===== src/hw/rtl/ppg_pkg.sv =====
`timescale 1ns / 1ps

package ppg_pkg;

    // Field and time widths.
    localparam int TIME_BITS  = 48;
    localparam int GRAN_BITS  = 20;
    localparam int BYTES_BITS = 16;
    localparam int BW_BITS    = 40;
    localparam int WAIT_BITS  = 48;
    localparam int CMD_BITS   = 2;

    // Transfer time at twice the estimate: bytes * 8 * 1e6 / (2 * bw).
    localparam int NUM_BITS = 22;
    localparam logic [NUM_BITS-1:0] PACING_NUMERATOR = 22'd4000000;

    // The product of bytes and the numerator fits in this many bits.
    localparam int PROD_BITS    = BYTES_BITS + NUM_BITS;
    localparam int DIV_STEPS    = PROD_BITS;
    localparam int DIV_CNT_BITS = $clog2(DIV_STEPS);

    // Register port.
    localparam int APB_ADDR_BITS = 3;
    localparam int APB_DATA_BITS = 32;
    localparam logic [0:0] REG_ALARM_GRANULARITY = 1'b0;
    localparam logic [GRAN_BITS-1:0] GRAN_RESET = 20'd1000;

    // Command codes.
    localparam logic [CMD_BITS-1:0] CMD_SEND_QUERY  = 2'd0;
    localparam logic [CMD_BITS-1:0] CMD_PACKET_SENT = 2'd1;
    localparam logic [CMD_BITS-1:0] CMD_RTT_SAMPLE  = 2'd2;

    typedef struct packed {
        logic [CMD_BITS-1:0]   command;
        logic [TIME_BITS-1:0]  now_us;
        logic [BYTES_BITS-1:0] packet_bytes;
        logic                  has_data;
        logic                  underlying_blocked;
        logic [BW_BITS-1:0]    bandwidth_bps;
    } t_ppg_in;

    typedef struct packed {
        logic [WAIT_BITS-1:0] wait_us;
        logic                 blocked;
    } t_ppg_out;

endpackage


===== src/hw/rtl/ppg_divider.sv =====
`timescale 1ns / 1ps

// Restoring divider that retires one quotient bit per cycle. The dividend
// shifts out of the top of the quotient register while quotient bits shift
// in at the bottom.
module ppg_divider (
    input  logic                               i_clk,
    input  logic                               i_rst_n,
    input  logic                               i_start,
    input  logic [ppg_pkg::PROD_BITS-1:0]      i_dividend,
    input  logic [ppg_pkg::BW_BITS-1:0]        i_divisor,
    output logic                               o_done,
    output logic [ppg_pkg::PROD_BITS-1:0]      o_quotient
);

    logic                              r_busy;
    logic                              r_done;
    logic [ppg_pkg::DIV_CNT_BITS-1:0]  r_cnt;
    logic [ppg_pkg::BW_BITS-1:0]       r_rem;
    logic [ppg_pkg::BW_BITS-1:0]       r_divisor;
    logic [ppg_pkg::PROD_BITS-1:0]     r_quo;

    logic [ppg_pkg::BW_BITS:0]         w_trial;
    logic [ppg_pkg::BW_BITS:0]         w_diff;
    logic                              w_ge;

    // One trial subtraction per cycle.
    assign w_trial = {r_rem, r_quo[ppg_pkg::PROD_BITS-1]};
    assign w_ge    = (w_trial >= {1'b0, r_divisor});
    assign w_diff  = w_trial - {1'b0, r_divisor};

    // Control: step counter and completion pulse.
    always_ff @(posedge i_clk) begin
        if (!i_rst_n) begin
            r_busy <= 1'b0;
            r_done <= 1'b0;
            r_cnt  <= '0;
        end else begin
            r_done <= r_busy && (r_cnt == '0);
            if (i_start) begin
                r_busy <= 1'b1;
                r_cnt  <= ppg_pkg::DIV_CNT_BITS'(ppg_pkg::DIV_STEPS - 1);
            end else if (r_busy) begin
                if (r_cnt == '0) begin
                    r_busy <= 1'b0;
                end else begin
                    r_cnt <= r_cnt - 1'b1;
                end
            end
        end
    end

    // Datapath: remainder and quotient shift register.
    always_ff @(posedge i_clk) begin
        if (i_start) begin
            r_rem     <= '0;
            r_quo     <= i_dividend;
            r_divisor <= i_divisor;
        end else if (r_busy) begin
            r_rem <= w_ge ? w_diff[ppg_pkg::BW_BITS-1:0] : w_trial[ppg_pkg::BW_BITS-1:0];
            r_quo <= {r_quo[ppg_pkg::PROD_BITS-2:0], w_ge};
        end
    end

    assign o_done     = r_done;
    assign o_quotient = r_quo;

endmodule


===== src/hw/rtl/packet_pacing_gate.sv =====
`timescale 1ns / 1ps

// Packet pacer on top of an external congestion controller. Each input
// transfer carries one command and yields exactly one result transfer. A
// paced send query goes from the decode state through the states Q1, Q2 and
// Q3 to the done state. A blocked, ACK-only or early query, an RTT sample, an
// unused command and a sent packet that does not move the send time go from
// the decode state straight to the done state. A sent data packet with a
// nonzero bandwidth after an RTT sample waits in the divide state for the
// bit-serial divider, which works out the transfer time one quotient bit per
// cycle over 38 steps. One command is in work at a time; the finished result
// waits in an output register, so the next command can be accepted while the
// previous result is stalled, and a command whose result is ready waits in its
// last state until that register frees.
// The alarm granularity register lies at byte address 0 and resets to
// 1000 microseconds.
module packet_pacing_gate (
    input  logic                               i_clk,
    input  logic                               i_rst_n,
    // Input channel.
    input  logic                               i_in_valid,
    output logic                               o_in_stall,
    input  ppg_pkg::t_ppg_in                   i_in_data,
    // Output channel.
    output logic                               o_out_valid,
    input  logic                               i_out_stall,
    output ppg_pkg::t_ppg_out                  o_out_data,
    // Register port.
    input  logic                               psel,
    input  logic                               penable,
    input  logic                               pwrite,
    input  logic [ppg_pkg::APB_ADDR_BITS-1:0]  paddr,
    input  logic [ppg_pkg::APB_DATA_BITS-1:0]  pwdata,
    output logic [ppg_pkg::APB_DATA_BITS-1:0]  prdata,
    output logic                               pready
);

    localparam logic [2:0] S_IDLE   = 3'd0;
    localparam logic [2:0] S_DECODE = 3'd1;
    localparam logic [2:0] S_Q1     = 3'd2;
    localparam logic [2:0] S_Q2     = 3'd3;
    localparam logic [2:0] S_Q3     = 3'd4;
    localparam logic [2:0] S_DIV    = 3'd5;
    localparam logic [2:0] S_DONE   = 3'd6;

    localparam int TB = ppg_pkg::TIME_BITS;

    function automatic logic [TB-1:0] sat_add(input logic [TB-1:0] a, input logic [TB-1:0] b);
        logic [TB:0] s;
        s = {1'b0, a} + {1'b0, b};
        return s[TB] ? {TB{1'b1}} : s[TB-1:0];
    endfunction

    function automatic logic [TB-1:0] sat_sub(input logic [TB-1:0] a, input logic [TB-1:0] b);
        return (a > b) ? (a - b) : '0;
    endfunction

    logic [2:0]                         r_state, n_state;
    ppg_pkg::t_ppg_in                   r_in;
    ppg_pkg::t_ppg_out                  r_res, n_res;
    ppg_pkg::t_ppg_out                  r_out;
    logic                               r_out_valid;
    logic [ppg_pkg::GRAN_BITS-1:0]      r_gran;
    logic [TB-1:0]                      r_nst, n_nst;
    logic                               r_lsd, n_lsd;
    logic                               r_rtt, n_rtt;
    logic [TB-1:0]                      r_lim_nst;
    logic [TB-1:0]                      r_lim_now;

    logic                               w_div_start;
    logic                               w_div_done;
    logic [ppg_pkg::PROD_BITS-1:0]      w_prod;
    logic [ppg_pkg::PROD_BITS-1:0]      w_quo;
    logic [TB-1:0]                      w_gran;
    logic                               w_in_xfer;
    logic                               w_out_free;
    logic                               w_cfg_wr;

    assign w_gran     = TB'(r_gran);
    assign w_in_xfer  = i_in_valid && !o_in_stall;
    assign w_out_free = !r_out_valid || !i_out_stall;
    assign w_prod     = ppg_pkg::PROD_BITS'(ppg_pkg::PROD_BITS'(r_in.packet_bytes)
                        * ppg_pkg::PROD_BITS'(ppg_pkg::PACING_NUMERATOR));

    ppg_divider u_div (
        .i_clk      (i_clk),
        .i_rst_n    (i_rst_n),
        .i_start    (w_div_start),
        .i_dividend (w_prod),
        .i_divisor  (r_in.bandwidth_bps),
        .o_done     (w_div_done),
        .o_quotient (w_quo)
    );

    // Register port: only the granularity register exists.
    assign pready   = 1'b1;
    assign w_cfg_wr = psel && penable && pwrite && pready &&
                      (paddr[ppg_pkg::APB_ADDR_BITS-1:2] == ppg_pkg::REG_ALARM_GRANULARITY);
    assign prdata   = (paddr[ppg_pkg::APB_ADDR_BITS-1:2] == ppg_pkg::REG_ALARM_GRANULARITY)
                      ? ppg_pkg::APB_DATA_BITS'(r_gran) : '0;

    // Command sequencer.
    always_comb begin
        n_state     = r_state;
        n_res       = r_res;
        n_nst       = r_nst;
        n_lsd       = r_lsd;
        n_rtt       = r_rtt;
        w_div_start = 1'b0;
        case (r_state)
            S_IDLE: begin
                if (w_in_xfer) begin
                    n_state = S_DECODE;
                end
            end
            S_DECODE: begin
                n_res   = '0;
                n_state = S_DONE;
                case (r_in.command)
                    ppg_pkg::CMD_SEND_QUERY: begin
                        if (r_in.underlying_blocked) begin
                            n_res.wait_us = '1;
                            n_res.blocked = 1'b1;
                        end else if (r_rtt && r_in.has_data) begin
                            n_state = S_Q1;
                        end
                    end
                    ppg_pkg::CMD_PACKET_SENT: begin
                        if (r_in.has_data && r_rtt && (r_in.bandwidth_bps != '0)) begin
                            w_div_start = 1'b1;
                            n_state     = S_DIV;
                        end
                    end
                    ppg_pkg::CMD_RTT_SAMPLE: begin
                        n_rtt = 1'b1;
                    end
                    default: begin
                    end
                endcase
            end
            S_Q1: begin
                n_state = S_Q2;
            end
            S_Q2: begin
                // Lost time is not made up once the sender has fallen behind.
                if (!r_lsd && ((r_nst == '0) || (r_in.now_us > r_lim_nst))) begin
                    n_nst = sat_sub(r_in.now_us, w_gran);
                end
                n_state = S_Q3;
            end
            S_Q3: begin
                if (r_nst > r_lim_now) begin
                    n_lsd         = 1'b1;
                    n_res.wait_us = ppg_pkg::WAIT_BITS'(r_nst - r_in.now_us);
                end else begin
                    n_lsd = 1'b0;
                end
                n_state = S_DONE;
            end
            S_DIV: begin
                if (w_div_done) begin
                    n_nst   = sat_add(r_nst, TB'(w_quo));
                    n_state = S_DONE;
                end
            end
            S_DONE: begin
                if (w_out_free) begin
                    n_state = S_IDLE;
                end
            end
            default: begin
                n_state = S_IDLE;
            end
        endcase
    end

    // Control and pacing state.
    always_ff @(posedge i_clk) begin
        if (!i_rst_n) begin
            r_state     <= S_IDLE;
            r_out_valid <= 1'b0;
            r_gran      <= ppg_pkg::GRAN_RESET;
            r_nst       <= '0;
            r_lsd       <= 1'b0;
            r_rtt       <= 1'b0;
        end else begin
            r_state <= n_state;
            r_nst   <= n_nst;
            r_lsd   <= n_lsd;
            r_rtt   <= n_rtt;
            if (w_cfg_wr) begin
                r_gran <= pwdata[ppg_pkg::GRAN_BITS-1:0];
            end
            if ((r_state == S_DONE) && w_out_free) begin
                r_out_valid <= 1'b1;
            end else if (!i_out_stall) begin
                r_out_valid <= 1'b0;
            end
        end
    end

    // Payload registers.
    always_ff @(posedge i_clk) begin
        r_res <= n_res;
        if (w_in_xfer) begin
            r_in <= i_in_data;
        end
        if (r_state == S_Q1) begin
            r_lim_nst <= sat_add(r_nst, w_gran);
            r_lim_now <= sat_add(r_in.now_us, w_gran);
        end
        if ((r_state == S_DONE) && w_out_free) begin
            r_out <= r_res;
        end
    end

    assign o_in_stall  = (r_state != S_IDLE);
    assign o_out_valid = r_out_valid;
    assign o_out_data  = r_out;

    // The divider only finishes while the sequencer waits for it.
    a_div_done_in_div: assert property (@(posedge i_clk) disable iff (!i_rst_n)
        w_div_done |-> (r_state == S_DIV))
        else $error("divider finished outside its wait state");

    // A result appears only after the sequencer finished a command.
    a_out_from_done: assert property (@(posedge i_clk) disable iff (!i_rst_n)
        $rose(o_out_valid) |-> ($past(r_state) == S_DONE))
        else $error("result transfer without a finished command");

    // A delayed send always leaves an initialized next send time.
    a_delay_has_time: assert property (@(posedge i_clk) disable iff (!i_rst_n)
        r_lsd |-> (r_nst != '0))
        else $error("delayed send with uninitialized next send time");

    // A blocked answer carries an infinite wait.
    a_blocked_wait: assert property (@(posedge i_clk) disable iff (!i_rst_n)
        (o_out_valid && o_out_data.blocked) |-> (&o_out_data.wait_us))
        else $error("blocked result without infinite wait");

endmodule


===== config.mk =====
export PLATFORM = sky130hd
export DESIGN_NAME = packet_pacing_gate
export DESIGN_NICKNAME = d
export VERILOG_FILES = /design/src/hw/rtl/ppg_pkg.sv /design/src/hw/rtl/ppg_divider.sv /design/src/hw/rtl/packet_pacing_gate.sv
export SDC_FILE = /design/constraint.sdc
export NUM_CORES = 2
export LEC_CHECK = 0
export BUFFER_PORTS_ARGS = -buffer_cell sky130_fd_sc_hd__buf_2
export CAP_MARGIN = 0
export CORE_AREA = 2 2 249 251
export CTS_CLUSTER_DIAMETER = 40
export DETAILED_ROUTE_END_ITERATION = 12
export DIE_AREA = 0 0 251 253
export PLACE_DENSITY = 0.78
export RECOVER_POWER = 50
export SLEW_MARGIN = 20
export SYNTH_ARGS = -nofsm -noshare
export SYNTH_HDL_FRONTEND = slang
export SYNTH_HIERARCHICAL = 1
export SYNTH_SLANG_ARGS = --single-unit

===== constraint.sdc =====
create_clock -name i_clk -period 14.9 [get_ports i_clk]
set_input_delay 0.745 -clock i_clk [delete_from_list [all_inputs] [get_ports i_clk]]
set_output_delay 0.745 -clock i_clk [all_outputs]
set_load 0.01 [all_outputs]

==> summary.md <==
| Metric | Value |
|---|---|
| Result of the run | `complete, but fails checks` |
| Violations in the final reports | `capacitance limit, slew limit` |
| Final HPWL DP | `75080 µm` |
| Worst Path Max Fanout | `7` |
| Number of levels in the clock H-tree | `3` |
| Setup bufs post-CTS | `0` |
| Start point of the critical path | `r_in[43]$_DFFE_PP_` |
| Fmax | `161.7 MHz` |
| GRT overflow | `0` |
| # fillers | `4913` |
| Violation count after the first detailed-route iteration | `2890` |
| Setup violations, final | `0` |
| Post-Synthesis Mean Instance Area | `9.598 µm²` |
| Hold path endpoint | `r_in[14]$_DFFE_PP_` |
| Via count of the first global-routing pass | `28260` |
| Capturing element type of the critical path | `register` |
| Total number of clock tree sinks | `502` |
| Global placement routability congestion | `0.9822` |
| R2r endpoint | `u_div/o_quotient[33]$_DFFE_PP_` |
| Pin count of the biggest net entering global routing | `84` |
| Sw Ratio | `37.70%` |
| Clock skew | `0.02832 ns` |
| Post-cts resize count | `0` |
| Final WL | `99750 µm` |
| Antenna Nets Post-Route | `0` |
| Pint | `3.941 mW` |
| Port-buffer cells | `206` |
| Flops & latches, synth | `502` |
| Slowest stage cell, crit path | `fa_1` |
| Main area contributors after synthesis | `edfxtp_1, ha_1, dfxtp_1` |
| Root buffer cell | `clkbuf_16` |
| RSZ-0062 raised after global routing | `false` |
| Crit-path cells | `inv_1 > fa_1 > inv_1 > fa_1 > fa_1 > fa_1 > ha_1 > inv_1 > fa_1 > inv_1 > ha_1 > or2_2 > a311oi_1 > nor3_1 > a41oi_1 > a21oi_1 > a21o_1 > a21o_1 > a21oi_1 > xnor2_1 > mux2_2` |
| Hold Path Cell Cnt | `1` |
| Period minus WS final | `6.186 ns` |
| Length in cells of the worst reg-to-reg path | `21` |
| Hold-fix buffer count after cts | `0` |
| Post-placement worst setup slack | `8.699 ns` |
| Final max-slew violation count | `340` |
| Proportion of synthesized flip-flops having asynchronous set or reset | `0%` |
| Floorplan core area | `61030 µm²` |
| Portion of the post-synthesis area used by sequential elements | `38.37%` |
| Actual transition at the worst max-transition pin | `3.633 ns` |
| Number of buffers created by CTS | `84` |
| Number of detailed-routing iterations run before antenna repair | `8` |
| RR Startpoint | `r_in[43]$_DFFE_PP_` |
| Die width | `251 µm` |
| Global-route usage over all layers | `31.02%` |
| Cell type contributing the most total cell area after synthesis | `edfxtp_1` |
| Clock power share | `30.3%` |
| Top Ports | `234` |
| Portion of total power attributed to combinational logic | `41.1%` |
| Part of the power in registers | `28.6%` |
| Final setup slack of the worst path | `8.714 ns` |
| Final routed DRC violation total | `0` |
| TNS Setup | `0 ns` |
| Cell type group with the largest total delay on the critical path | `adder cells` |
| Share of the cycle needed by the critical path after routing | `41.51%` |
| Type of the worst min-delay path | `primary input to register` |
| TritonCTS clock tree | `built` |
| Worst setup path class | `register to register` |
| Synth-to-Final Area Change | `11.83%` |
| Per-cell via count in the routed design | `6.161` |
| Number of enable flip-flop cells after synthesis | `380` |
| Most frequent cell after synthesis | `ha_1` |
| Worst slew margin relative to its limit | `-142.2%` |
| Peak supply drop | `246.6 µV` |
| HP Start | `i_in_data[14]` |
| Die outline height | `253 µm` |
| Switching pwr | `2.385 mW` |
| Area enclosed by the die boundary | `63500 µm²` |
| Power density normalized to cell area | `156.7 nW/µm²` |
| Number of violations of the max-capacitance limit | `7` |
| Kind of start point of the critical path | `register` |
| Dpl cell area | `37670 µm²` |
| Signal arrival time at the worst endpoint | `6.56 ns` |
| Count of mapped cells out of synthesis | `3762` |
| Buffers from clock root to sink, at most | `3` |
| Data required time of the worst path | `15.28 ns` |
| Initial standard-cell utilization of the core | `59.16%` |
| Portion of synthesized cell area occupied by the leading cell type | `31.60%` |
| Clock insertion delay at the later pin of the skew report | `0.65 ns` |
| Static leakage | `17.58 nW` |
| Cell variety after synth | `108` |
| Finished Cell Area | `40380 µm²` |
| Number of standard-cell rows in the floorplan | `91` |
| Vias after detailed routing | `29600` |
| Post-synth design cell area | `36110 µm²` |
| Predominant post-synthesis flop cell | `edfxtp_1` |
| Top cells by count, synth | `ha_1, edfxtp_1, nand2_1` |
| Final number of hold-violating endpoints | `0` |
| Nets@finish | `4540` |
| Cell repeated most along the worst path | `fa_1` |
| Clock-pin slew on the worst setup and hold paths | `0.06 ns` |
| Wirelength per Cell | `20.76 µm` |
| Layout cell share with drive strength beyond 1 | `10.07%` |
| Total number of yosys warnings | `6` |
| Worst path buffer plus inverter count | `4` |
| First-pass GRT wire length | `154300 µm` |
| Number of antenna violations at the first check in global routing | `1` |
| Flop2flop setup slack | `8.71 ns` |
| Max incr delay on CP | `0.59 ns` |
==> metal layers <==
| layer | vias to the layer above | track usage, % | share of wire, % |
|---|---|---|---|
| met1 | 14120 | 41.29 | 42 |
| li1 | 13960 | - | - |
| met2 | 1264 | 49.95 | 45 |
| met5 | - | 0 | 0 |
| met4 | 0 | 14.10 | 4.7 |
| met3 | 249 | 5.058 | 8.6 |
==> power groups by stage <==
stage / clock (mW) / combinational (mW) / sequential [mW]
detailed placement: 0 / 2.55 / 1.83
global placement: 0 / 2.51 / 1.82
CTS: 1.93 / 2.60 / 1.80
floorplan: 0 / 1.99 / 1.77
global route: 1.99 / 2.93 / 1.82
finish: 1.92 / 2.60 / 1.81
==> logic make-up (layout without fill, tap and decap cells) <==
group	count (synthesis)	in the layout	share of synthesized area (%)
compound gates	987	987	17.75
xor+xnor	239	239	5.798
fa+ha+maj	449	449	16.83
buf+inv	506	738	5.659
flops	502	502	38.37
mux	64	64	1.951
other cells	2	22	0.02080
simple gates	1013	1013	13.63
==> sequential cells by signal, summed over array words and instances (netlist names), 3 cells and up <==
| name | flops |
|---|---|
| r_nst | 48 |
| o_out_data | 49 |
| r_state | 3 |
| r_gran | 20 |
| r_lim_now | 48 |
| u_div/r_cnt | 6 |
| u_div/r_rem | 40 |
| u_div/r_divisor | 40 |
| u_div/o_quotient | 38 |
| r_lim_nst | 48 |
| r_in | 108 |
| r_res | 49 |
==> layout by cell type, fill, tap and decap left out, types with 30 or more instances in the layout <==
cell,n
nand3_1,80
clkbuf_1,84
fa_1,61
inv_1,350
nor4_1,38
a21o_1,118
nand2_1,354
and3_1,42
o21bai_1,31
edfxtp_1,380
clkbuf_16,86
nand2b_1,43
nand4_1,64
xnor2_1,159
nor3_1,68
ha_1,388
mux2_2,46
xor2_1,80
o211ai_1,30
dfxtp_1,121
a311oi_1,32
a21oi_1,280
o21ai_0,220
nor2_1,194
buf_2,137
a31oi_1,63
==> worst register-to-register path: cells and delay by family, from the launching register on <==
| kind | cells | cell delay [ns] |
|---|---|---|
| AOI/OAI and AO/OA | 6 | 1.22 |
| xor gates and xnor gates | 1 | 0.12 |
| adders and majority gates | 7 | 3.09 |
| buffers and inverters | 4 | 0.27 |
| DFF | 1 | 0.53 |
| muxes | 1 | 0.27 |
| and+or+nand+nor | 2 | 0.44 |
==> through the flow <==
step / hold WS (ns) / power, mW / std cells / util, %
2_1_floorplan: 0.4003 / 3.763 / 3781 / -
3_3_place_gp: 0.4022 / 4.330 / 4645 / 61.72
3_5_place_dp: 0.4045 / 4.379 / 4645 / 61.72
4_1_cts: 0.2454 / 6.329 / 4803 / 66.34
5_1_grt: 0.2553 / 6.738 / 4803 / 66.16
6_report: 0.2703 / 6.326 / 4804 / 66.16
==> cell type report <==
cell class	count	area (µm²)	area share (%)
Clock inverter	59	585.6	1.450
Sequential cell	502	13850	34.31
Tap cell	790	988.4	2.448
Multi-Input combinational cell	2773	20300	50.28
Clock buffer	99	2231	5.525
Antenna cell	1	2.502	0.006198
Timing Repair Buffer	228	1091	2.702
Inverter	352	1321	3.272
==> worst max-delay path by stage <==
stage                                endpoint  slack [ns]  depth (start not counted)
5_1_grt        u_div/o_quotient[33]$_DFFE_PP_        8.38                         21
3_5_place_dp   u_div/o_quotient[33]$_DFFE_PP_        8.70                         21
3_3_place_gp   u_div/o_quotient[33]$_DFFE_PP_        8.76                         21
4_1_cts        u_div/o_quotient[33]$_DFFE_PP_        8.70                         21
6_report       u_div/o_quotient[33]$_DFFE_PP_        8.71                         21
2_1_floorplan  u_div/o_quotient[33]$_DFFE_PP_        9.20                         21
(Power assumes the default switching activity.)
